### config.mk
export PLATFORM = sky130hd
export DESIGN_NAME = gha_pad
export DESIGN_NICKNAME = d
export VERILOG_FILES = /design/src/rtl/gha_pkg.sv /design/src/rtl/gha_pad.sv
export SDC_FILE = /design/constraint.sdc
export NUM_CORES = 1
export LEC_CHECK = 0
export ABC_AREA = 1
export BUFFER_PORTS_ARGS = -buffer_cell sky130_fd_sc_hd__buf_2
export CAP_MARGIN = 20
export CORE_AREA = 2 2 102 104
export DETAILED_ROUTE_END_ITERATION = 7
export DIE_AREA = 0 0 104 106
export PLACE_DENSITY = 0.48
export SETUP_SLACK_MARGIN = 0.2
export SLEW_MARGIN = 20
export SYNTH_ARGS = -nofsm -noshare
export SYNTH_HDL_FRONTEND = slang
export SYNTH_SLANG_ARGS = --single-unit
### constraint.sdc
create_clock -name vclk -period 2.5
set_clock_uncertainty 0.15 [all_clocks]
set_input_delay 0.25 -clock vclk [all_inputs]
set_output_delay 0.25 -clock vclk [all_outputs]
set_load 0.02 [all_outputs]
### src/rtl/gha_pkg.sv
// Shared types and constants for the GHASH accumulator.
// Used by every module in rtl/; depends on nothing else.
`timescale 1ns / 1ps

package gha_pkg;

	localparam int HALF_W = 64;
	localparam int BLK_W = 128;
	localparam int COUNT_W = 5;
	localparam int BLK_BYTES = BLK_W / 8;
	localparam logic [COUNT_W-1:0] FULL_BYTES = COUNT_W'(BLK_BYTES);

	// Configuration register indexes.
	typedef enum logic [0:0] {
		REG_KEY_HI = 1'b0,
		REG_KEY_LO = 1'b1
	} cfg_reg_t;

	// Padded block and its start flag, as held in the input stage.
	typedef struct packed {
		logic [BLK_W-1:0] data;
		logic start;
	} blk_t;

endpackage

### src/rtl/gha_pad.sv
// Zero-pads a partial input block after its valid leading bytes.
// Depends on gha_pkg.
`timescale 1ns / 1ps

module gha_pad (
	input  logic [gha_pkg::HALF_W-1:0]  block_hi,
	input  logic [gha_pkg::HALF_W-1:0]  block_lo,
	input  logic [gha_pkg::COUNT_W-1:0] byte_count,
	input  logic                        start_req,
	output gha_pkg::blk_t               blk
);

	logic [gha_pkg::COUNT_W-1:0] n_sat;
	logic [gha_pkg::BLK_W-1:0] mask;

	// Counts above a full block saturate; a count of zero keeps nothing.
	assign n_sat = (byte_count > gha_pkg::FULL_BYTES) ? gha_pkg::FULL_BYTES : byte_count;

	always_comb begin
		mask = '0;
		for (int b = 0; b < gha_pkg::BLK_BYTES; b++) begin
			if (gha_pkg::COUNT_W'(b) < n_sat) begin
				mask[gha_pkg::BLK_W-1-8*b -: 8] = 8'hFF;
			end
		end
	end

	assign blk.data = {block_hi, block_lo} & mask;
	assign blk.start = start_req;

endmodule

; Word level (Yosys, flattened, before mapping)
; Cells that the tools add are included.
; W data, S select, Z words.
[totals]
elab_cells = 35
mem_count = 0
romBits = 0
register_bits = 0
latchBits = 0
in_bits = 134
mem_bits_rw = 0
[classes]
shifts = 0
reduce_logical = 0
n_div = 0
magnitude_cmp = 17
eq_ne = 0
n_addsub = 0
n_mux = 17
bitwise = 1
mul = 0
[ops]
columns = cell, count
row1 = $and A128 B128 Y128, 1
row2 = $mux W8, 16
row3 = $lt A4 B5 Y1 const A, 8
row4 = $lt A3 B5 Y1 const A, 4
row5 = $lt A1 B5 Y1 const A, 2
row6 = $lt A2 B5 Y1 const A, 2
row7 = $gt A5 B5 Y1 const B, 1
row8 = $mux W5, 1

; Logic depth before layout (Yosys ltp)
; Gate-level depths: netlist of run 1.
[logic_depth]
word_depth = 5
mapped_depth = 6
mapped_depth_nobuf = 6

; Worst setup path before layout of run 1
; OpenSTA, ideal clock, no wires.
[synth_path]
kind = input -> output
startpoint = input byte_count[4] (netlist bit)
endpoint = output blk[89] (netlist bit)
t_required_ns = 2.100
arrival_ns = 1.051
path_slack_ns = 1.049
path_stages = 6
path_buffers = 1
cell_sequence = inv_2 nand2_4 nor2_4 buf_6 o21bai_4 nor2_1
[synth_lines]
columns = element, line
row1 = from (decl), gha_pad.sv:8  ; input logic [gha_pkg::COUNT_W-1:0] byte_count,
row2 = to (decl), gha_pad.sv:10  ; output gha_pkg::blk_t blk

==> summary by stage, run 1 <==
Worst hold path
The worst hold path belongs to the class input port to primary output. The worst hold path was traced through 0 stages.

Setup path
The critical setup path kind is input port to primary output. STA classifies the critical path startpoint as an input port. For the worst setup path, the data required time is approximately 2.1 ns. In this run the worst path has a maximum fanout of 11.

The arrival time at the worst endpoint is between 1.5 and 2 ns. The worst setup path is captured at a primary output.

Pwr
The internal power component is roughly 0.22 mW. The clock network burns 0% of the power. Of the total power, the share spent switching nets is between 60 and 70%. The switching power summed over all nets is between 0.3 and 0.4 mW. The analysis attributes to cell leakage a power of approximately 2.2 nW. Combinational logic is responsible for 100.0% of the overall power.

The peak supply drop is 0.0519 mV. Per report_power, the sequential group accounts for 0% of the total. The power per unit of standard cell area is around 220 nW/um2.

Placement
Detailed placement ended at an HPWL of roughly 6000 um. At the end of routability-driven placement, the weighted congestion stood at 0.770. The number of buffers inserted by port buffering is about 260. Counting tap cells, the placed design contains a total of roughly 700 instances.

Synth
The total standard cell area after synthesis is roughly 1200 um2. The gate count of the mapped netlist is about 290. For this run, the number of Yosys warnings is 0. The total nets after synthesis is approximately 430. The share of synthesized area occupied by flip-flops and latches is 0%. The average cell area after synthesis is between 4 and 5 um2. The number of library cell types mapped by synthesis is 18.

Outcome
The run finished with clean final reports.

CTS
Hold repair after CTS inserted 0 buffers. The post-cts repair resize count is 0. After clock tree synthesis, the setup repair step added 0 buffers.

Cells and area
The antenna diode count is 0. The share of post-route cells with drive strength above 1 is around 51%. The non-filler instance count after layout is between 600 and 700. The final layout contains 685 nets.

The combined flip-flop and latch cell area is 0 um2. In the finished design the tool counted flip-flops and latches totalling 0. From synthesis to final layout, the design area changed by 119%. The count of clock buffers in the final design is 0. The number of fillers in the final layout is 1,202. The final cell utilization of the core is a little over a quarter.

Die
The initial cell density of the core is 12.2%. The total I/O pin count is 263. The die boundary width is between 100 and 150 um. The die boundary height is ~110 um. The floorplan has 37 rows. The die covers ~11,000 um2. The core region area is around 10000 um2.

Drt
Dividing the detail-routed wire length by the instance count gives about 9.5 um. The final wirelength is approximately 6500 um. In this run the remaining antenna-violating nets after routing total 0.

The pre-antenna-repair detailed-routing pass consisted of 3 iterations. The number of DRC violations after detailed routing is 0. The detailed router finished its first iteration with 85 violations.

The final route contains 2,397 vias. Using the TritonRoute via totals, the vias-per-cell ratio works out to 3.50.

Run
The count of max-cap constraint violations is 0.

STA
Subtracting the final worst setup slack from the clock period gives just over 2 ns. The number of max-slew violations in the final report is 0. The final-layout setup total negative slack is 0 ns. The actual transition at the worst max-transition pin is 0.590 ns.

Setup repair after global routing left no endpoint under its margin. Setup violations remaining at the end of the flow were counted as 0. The ratio of final minimum period to clock period is between 80% and 90%. The number of hold-slack violations in the final timing report is 0. The highest clock frequency the design can meet is 497 MHz. Measured against its own limit, the worst slew margin works out to between 60% and 70%.

Global routing
The overall fraction of global-route tracks in use is 10.3%. The aggregate global routing overflow is 0. The initial antenna violation count is 0.

The first global-routing pass estimated a little under 10,000 um of wire. The number of global-route vias before repair is ~2,100. The maximum number of pins on one net before global-route repair is 12.
## critical path, stage by stage
cell                      delay, ns
sky130_fd_sc_hd__buf_2         0.18
sky130_fd_sc_hd__inv_2         0.15
sky130_fd_sc_hd__nand2_4       0.11
sky130_fd_sc_hd__nor2_4        0.26
sky130_fd_sc_hd__nand2_2       0.22
sky130_fd_sc_hd__nor2_4        0.22
sky130_fd_sc_hd__nor2_1        0.06
sky130_fd_sc_hd__buf_2         0.16
## cells in the mapped netlist
library cell / instances / area [um2]
sky130_fd_sc_hd__o21ai_1: 1 / 5.00
sky130_fd_sc_hd__nand2_4: 1 / 11.3
sky130_fd_sc_hd__nand2_2: 3 / 18.8
sky130_fd_sc_hd__nand3_1: 1 / 5.00
sky130_fd_sc_hd__nor2_1: 104 / 390
sky130_fd_sc_hd__inv_2: 7 / 26.3
sky130_fd_sc_hd__o21ai_2: 3 / 26.3
sky130_fd_sc_hd__nand2_1: 28 / 105
sky130_fd_sc_hd__inv_1: 131 / 492
sky130_fd_sc_hd__buf_4: 1 / 7.51
sky130_fd_sc_hd__a21oi_4: 1 / 16.3
sky130_fd_sc_hd__nand4_1: 3 / 18.8
sky130_fd_sc_hd__nor2_8: 1 / 20.0
sky130_fd_sc_hd__a21boi_4: 1 / 18.8
sky130_fd_sc_hd__buf_6: 1 / 11.3
sky130_fd_sc_hd__buf_2: 1 / 5.00
sky130_fd_sc_hd__nor2_4: 2 / 22.5
sky130_fd_sc_hd__o21bai_4: 1 / 18.8
## power groups by stage
stage               clock, mW  combinational [mW]  sequential [mW]
floorplan                   0               0.336                0
global route                0               0.643                0
global placement            0               0.593                0
detailed placement          0               0.593                0
CTS                         0               0.595                0
finish                      0               0.587                0
## per-stage QoR
stage	hold WS, ns	cell area [um2]	setup slack, ns	total power [mW]
2_1_floorplan	0.463	1220	1.05	0.336
3_3_place_gp	0.350	2670	0.521	0.593
3_5_place_dp	0.350	2670	0.448	0.593
4_1_cts	0.350	2670	0.447	0.595
5_1_grt	0.350	2670	0.300	0.643
6_report	0.350	2670	0.486	0.587
## per-layer routing
| metal | vias up | wire, um | track usage, % |
|---|---|---|---|
| li1 | 1264 | - | - |
| met1 | 995 | 2420 | 11.5 |
| met2 | 134 | 3360 | 20.7 |
| met3 | 4 | 629 | 2.21 |
| met4 | 0 | 59 | 0.965 |
| met5 | - | 0 | 0 |
## cell families after synthesis
family                 Yosys count  share of synthesized area [%]
AO/OA/AOI/OAI                    7                           6.98
AND/OR/NAND/NOR                143                           48.6
buffers and inverters          141                           44.5
## final timing paths
kind / start / to / slack, ns
setup / recovery: byte_count[4] / blk[126] / 0.49
hold / removal: start_req / blk[0] / 0.35
## final cells by class
class	count	area [um2]	share of cell area [%]
inverter	138	518	19.4
timing repair buffer	261	1310	48.9
multi-input combinational	150	677	25.3
tap	136	170	6.37
## cell usage in the layout (no fill, tap or decap)
cell and count:
sky130_fd_sc_hd__a21boi_4 1, sky130_fd_sc_hd__a21oi_4 1, sky130_fd_sc_hd__buf_2 261, sky130_fd_sc_hd__inv_1 131, sky130_fd_sc_hd__inv_2 7, sky130_fd_sc_hd__nand2_1 28
sky130_fd_sc_hd__nand2_2 3, sky130_fd_sc_hd__nand2_4 1, sky130_fd_sc_hd__nand3_1 1, sky130_fd_sc_hd__nand4_1 3, sky130_fd_sc_hd__nor2_1 104, sky130_fd_sc_hd__nor2_4 2
sky130_fd_sc_hd__nor2_8 1, sky130_fd_sc_hd__o21ai_1 1, sky130_fd_sc_hd__o21ai_2 3, sky130_fd_sc_hd__o21bai_4 1
Note: power is estimated with default switching activity, not from simulation.
==> run 2, diff against run 1 <==
--- a/config.mk
+++ b/config.mk
@@ -8,9 +8,9 @@
 export ABC_AREA = 1
 export BUFFER_PORTS_ARGS = -buffer_cell sky130_fd_sc_hd__buf_2
 export CAP_MARGIN = 20
-export CORE_AREA = 2 2 102 104
+export CORE_AREA = 2 2 103 105
 export DETAILED_ROUTE_END_ITERATION = 7
-export DIE_AREA = 0 0 104 106
+export DIE_AREA = 0 0 105 107
 export PLACE_DENSITY = 0.48
 export SETUP_SLACK_MARGIN = 0.2
 export SLEW_MARGIN = 20
==> constraint.sdc (replaced) <==
create_clock -name vclk -period 2.1
set_clock_uncertainty 0.15 [all_clocks]
set_input_delay 0.21 -clock vclk [all_inputs]
set_output_delay 0.21 -clock vclk [all_outputs]
set_load 0.02 [all_outputs]
==> summary by stage, run 2 (synthesis results as in run 1) <==
Cells and area
The combined flip-flop and latch cell area came to 0 um2 (unchanged). Compared with the post-synthesis result, the final layout area differs by 120%. In the layout the commonest cells are sky130_fd_sc_hd__buf_2, sky130_fd_sc_hd__inv_1, sky130_fd_sc_hd__nor2_1, sky130_fd_sc_hd__nand2_1, sky130_fd_sc_hd__inv_2. The number of nets in the layout is 687 (+0.29%). The non-filler instance count after layout is 687 (+0.29%).

The number of flip-flops and latches is 0 (unchanged). The final cell utilization of the core came to 26.6% (-0.096 points). The number of fillers in the final layout is 1,153 (-4.1%). The summed area of non-filler cells in the final layout is 2690 um2 (+0.56%). The most common library cell in the layout ignoring fill and taps is sky130_fd_sc_hd__buf_2.

The count of clock buffers in the final design is 0 (unchanged). The antenna diode count came to 0 (unchanged). The share of post-route cells with drive strength above 1 is 51.4% (+0.18 points).

Worst hold path
The startpoint identified for the worst hold timing path is start_req. In this run the worst hold path is classified as input port to primary output.

Die
The total I/O pin count came to 263 (unchanged). The die boundary height is 107 um (+0.94%). The die boundary width is 105 um (+0.96%). The full die area came to 11,200 um2 (+1.9%).

The number of rows created at floorplan is 37 (unchanged). The initial cell density of the core is 12.1% (-0.11 points). The core region area was 10,100 um2 (+0.93%).

Pwr
The power per unit of standard cell area is 262 nW/um2 (+19%). The peak supply drop is 0.0614 mV (+18%). The static power due to leakage is 2.19 nW (+0.46%).

Drt
The average wire length per cell after detail routing was 9.48 um (+0.29%). The total iterations of the first detailed-routing run is 4 (+1). The iteration-0 DRC count of the detailed router is 128 (+51%). The final wirelength is 6510 um (+0.59%). The average vias per placed instance is 3.50 (about the same).

The residual antenna-violating net count after detailed routing came to 0 (unchanged). The number of DRC violations after detailed routing is 0 (unchanged). The vias after detailed routing is 2,403 (+0.25%).

Global routing
The number of global-route vias before repair is 2,064 (-1.2%). The overall fraction of global-route tracks in use was 9.89% (-0.46 points). The maximum number of pins on one net before global-route repair is 11 (-1). The initial antenna violation count is 0 (unchanged). The first-pass GRT wire length is 9390 um (-3.1%).

The aggregate global routing overflow is 0 (unchanged).

Outcome
The run finished with clean final reports.

STA
The final-layout setup total negative slack is 0 ns (unchanged). The highest clock frequency the design can meet is approximately 580 MHz. Setup repair after global routing left no endpoint under its margin. The worst slew slack as a fraction of its limit was 62.7% (+2.2 points).

The ratio of final minimum period to clock period is about four fifths. The number of hold-slack violations in the final timing report is 0 (unchanged). The time the final worst path needs with I/O delays and setup is approximately 1.7 ns. The number of max-slew violations in the final report was 0 (unchanged).

The actual transition at the worst max-transition pin is 0.556 ns (-0.0335 ns). The setup-violating endpoint count in the final report is 0 (unchanged). The minimum setup slack in the final design is 0.382 ns (-0.104 ns).

Placement
The number of buffers inserted by port buffering is 261 (unchanged). The final estimated routing congestion in global placement is 0.706 (-8.4%). The placement-stage cell area is 2690 um2 (+0.56%).

The worst setup slack after placement is 0.362 ns (-0.0860 ns). The cell count after placement was 687 (+0.29%). The half-perimeter wire length after placement is 5900 um (-1.0%).

Setup path
The arrival time at the worst endpoint is 1.36 ns (-0.25 ns). The slowest stage cell on the critical path is sky130_fd_sc_hd__a21boi_4. The worst setup path startpoint is byte_count[4]. The endpoint type of the worst setup path is a primary output. The kind of cell adding the most delay to the critical path is buffers and inverters.

The maximum cell stage delay along the critical path is 0.30 ns (+0.04 ns). The biggest fanout along the worst timing path is 10 (-1). The required time of the critical path came to 1.74 ns (-0.36 ns). The worst setup path is launched from an input port.

The signal on the critical path passes through buf_2 > inv_2 > nand2_4 > nor2_4 > buf_4 > a21boi_4 > nor2_1 > buf_2. The worst setup path is of the input port to primary output kind. The number of buffers and inverters on the critical path is 4 (+1).

Counting stages on the worst path, the most repeated cell is sky130_fd_sc_hd__buf_2.

CTS
The post-cts repair resize count is 0 (unchanged). The setup fix buffers added after clock tree synthesis is 0 (unchanged). The quantity of hold-fixing buffers added after cts is 0 (unchanged).

Run
The count of max-cap constraint violations was 0 (unchanged).
[run 2: cell count changes in the layout (fill, tap and decap cells not counted), sizes merged]
cell	previous run	this run
buf	261	263
[run 2: final cells by class]
class              instances  area [um2]  share of cell area (%)
repair buffers           263        1320                    49.2
multi-input cells        150         677                    25.2
well taps                136         170                    6.33
inverters                138         518                    19.3
[run 2: power by group]
part / total [mW] / leakage [nW] / internal [mW] / switching, mW
Sequential: 0 / 0 / 0 / 0
Combinational: 0.705 / 2.19 / 0.264 / 0.441
Clock: 0 / 0 / 0 / 0
Total: 0.705 / 2.19 / 0.264 / 0.441
[run 2: stage by stage]
step | hold WS (ns) | power [mW]
floorplan | 0.383 | 0.400
global placement | 0.271 | 0.711
detailed placement | 0.271 | 0.711
CTS | 0.271 | 0.714
global route | 0.270 | 0.768
finish | 0.271 | 0.705
[run 2: final timing paths]
path | depth (start not counted) | slack, ns | endpoint
setup / recovery | 8 | 0.38 | blk[112]
hold / removal | 0 | 0.27 | blk[0]
[run 2: routing by layer]
metal	share of wire, %	vias up	GRT usage (%)	wire length [um]
li1	-	1270	-	-
met1	37	996	10.6	2390
met2	54	137	21.3	3530
met3	9.0	0	1.28	588
met4	0	0	0	0
met5	0	-	0	0
==> run 3, diff against run 2 <==
==> constraint.sdc (replaced) <==
create_clock -name vclk -period 1.6
set_clock_uncertainty 0.15 [all_clocks]
set_input_delay 0.16 -clock vclk [all_inputs]
set_output_delay 0.16 -clock vclk [all_outputs]
set_load 0.02 [all_outputs]
==> summary by stage, run 3 (synthesis results as in run 1) <==
Global routing
The aggregate global routing overflow came to 0 (unchanged). The maximum number of pins on one net before global-route repair is 9 (-2). The number of global-route vias before repair is 2,155 (+4.4%). The first-pass GRT wire length is 9310 um (-0.87%).

The initial antenna violation count was 0 (unchanged). The overall fraction of global-route tracks in use was 9.76% (-0.13 points).

Die
The initial cell density of the core is 12.1% (unchanged). The total I/O pin count is 263 (unchanged). The number of rows created at floorplan is 37 (unchanged). The full die area came to 11,200 um2 (unchanged). The die boundary width is 105 um (unchanged).

The core region area is 10,100 um2 (unchanged). The die boundary height is 107 um (unchanged).

Drt
The total iterations of the first detailed-routing run was 4 (unchanged). The residual antenna-violating net count after detailed routing is 0 (unchanged). The average vias per placed instance is 3.49 (-0.16%). The average wire length per cell after detail routing is 9.50 um (+0.19%).

The vias after detailed routing was 2,448 (+1.9%). The iteration-0 DRC count of the detailed router was 68 (-47%). The final wirelength was 6660 um (+2.2%).

The number of DRC violations after detailed routing is 0 (unchanged).

Cells and area
The count of clock buffers in the final design is 0 (unchanged). The library cells used most frequently in the layout, excluding fill and tap cells, are sky130_fd_sc_hd__buf_2, sky130_fd_sc_hd__inv_1, sky130_fd_sc_hd__nor2_1, sky130_fd_sc_hd__buf_4, sky130_fd_sc_hd__nand2_1. The library cell used most frequently in the layout, excluding fill and tap cells, is sky130_fd_sc_hd__buf_2. The share of post-route cells with drive strength above 1 is 53.5% (+2.1 points). The number of flip-flops and latches is 0 (unchanged). The number of fillers in the final layout was 1,140 (-1.1%).

The number of nets in the layout is 701 (+2.0%). The layout overhead on the synthesized area is 141%. The summed area of non-filler cells in the final layout came to 2940 um2 (+9.3%). The antenna diode count was 0 (unchanged). The final cell utilization of the core is 29.1% (+2.5 points). The total area of multi-input combinational cells came to 713 um2 (+5.4%). The combined flip-flop and latch cell area is 0 um2 (unchanged).

Placement
The final estimated routing congestion in global placement came to 0.714 (+1.1%). The half-perimeter wire length after placement is 5860 um (-0.75%). The number of buffers inserted by port buffering is 261 (unchanged). The placement-stage cell area is 2750 um2 (+2.2%).

STA
After layout, the worst path uses roughly 88% of the clock period. The number of hold-slack violations in the final timing report was 0 (unchanged). The time the final worst path needs with I/O delays and setup is 1.41 ns. Setup repair after global routing could not meet its margin everywhere. The number of max-slew violations in the final report is 0 (unchanged).

The final-layout setup total negative slack was 0 ns (unchanged). The worst slew slack as a fraction of its limit is 80.7% (+18 points). Derived from the worst setup path, the maximum achievable clock frequency is a little over 700 MHz. The actual transition at the worst max-transition pin is 0.289 ns (-0.268 ns). The setup-violating endpoint count in the final report is 0 (unchanged).

Pwr
The static power due to leakage came to 2.29 nW (+4.5%). The total power draw is 1.00 mW (+43%). The power per unit of standard cell area is 342 nW/um2 (+30%). The peak supply drop was 0.106 mV (+72%).

Outcome
The run finished with clean final reports.

Worst hold path
The min-delay analysis places its worst path in the category input port to primary output.

Setup path
The endpoint type of the worst setup path is a primary output. STA classifies the critical path startpoint as an input port. The biggest fanout along the worst timing path is 8 (-2).

The worst setup path is of the input port to primary output kind. The arrival time at the worst endpoint is 1.10 ns (-0.26 ns). The required time of the critical path is 1.29 ns (-0.45 ns).

Run
The count of max-cap constraint violations was 0 (unchanged).
## run 3: stage by stage
step | instances | hold WS [ns] | setup WS (ns)
2_1_floorplan | 291 | 0.283 | 0.329
3_3_place_gp | 695 | 0.171 | 0.106
3_5_place_dp | 695 | 0.171 | 0.0843
4_1_cts | 700 | 0.171 | 0.179
5_1_grt | 701 | 0.170 | 0.108
6_report | 701 | 0.171 | 0.188
## run 3: report_power, final
part           internal (mW)  switching [mW]  leakage (nW)
sequential                 0               0             0
combinational          0.409           0.596          2.29
clock                      0               0             0
## run 3: what timing repair did
item	in CTS	in global routing
pin swaps	6	8
setup buffers	5	1
gates resized for setup	20	29
setup endpoints to repair	58	66
hold buffers	0	0
## run 3: area by class of cell
type                            instances  share of cell area, %
Timing Repair Buffer                  277                   51.8
Multi-Input combinational cell        150                   24.3
Inverter                              138                   18.2
Tap cell                              136                   5.79
## run 3: metal layers
layer  wire length [um]  track usage (%)
met5                  0                0
met4                  0                0
met3                620             1.58
met2               3650             21.5
met1               2390             9.91
## run 3: worst paths after layout
| path | from | endpoint | slack (ns) | depth (start not counted) |
|---|---|---|---|---|
| max | byte_count[4] | blk[107] | 0.19 | 7 |
| min | start_req | blk[0] | 0.17 | 0 |
## run 3: critical path: stages
cell                       delay, ns
sky130_fd_sc_hd__buf_8          0.11
sky130_fd_sc_hd__buf_4          0.15
sky130_fd_sc_hd__nor2_8         0.17
sky130_fd_sc_hd__buf_4          0.15
sky130_fd_sc_hd__a21boi_4       0.07
sky130_fd_sc_hd__nor2_1         0.12
sky130_fd_sc_hd__buf_4          0.16
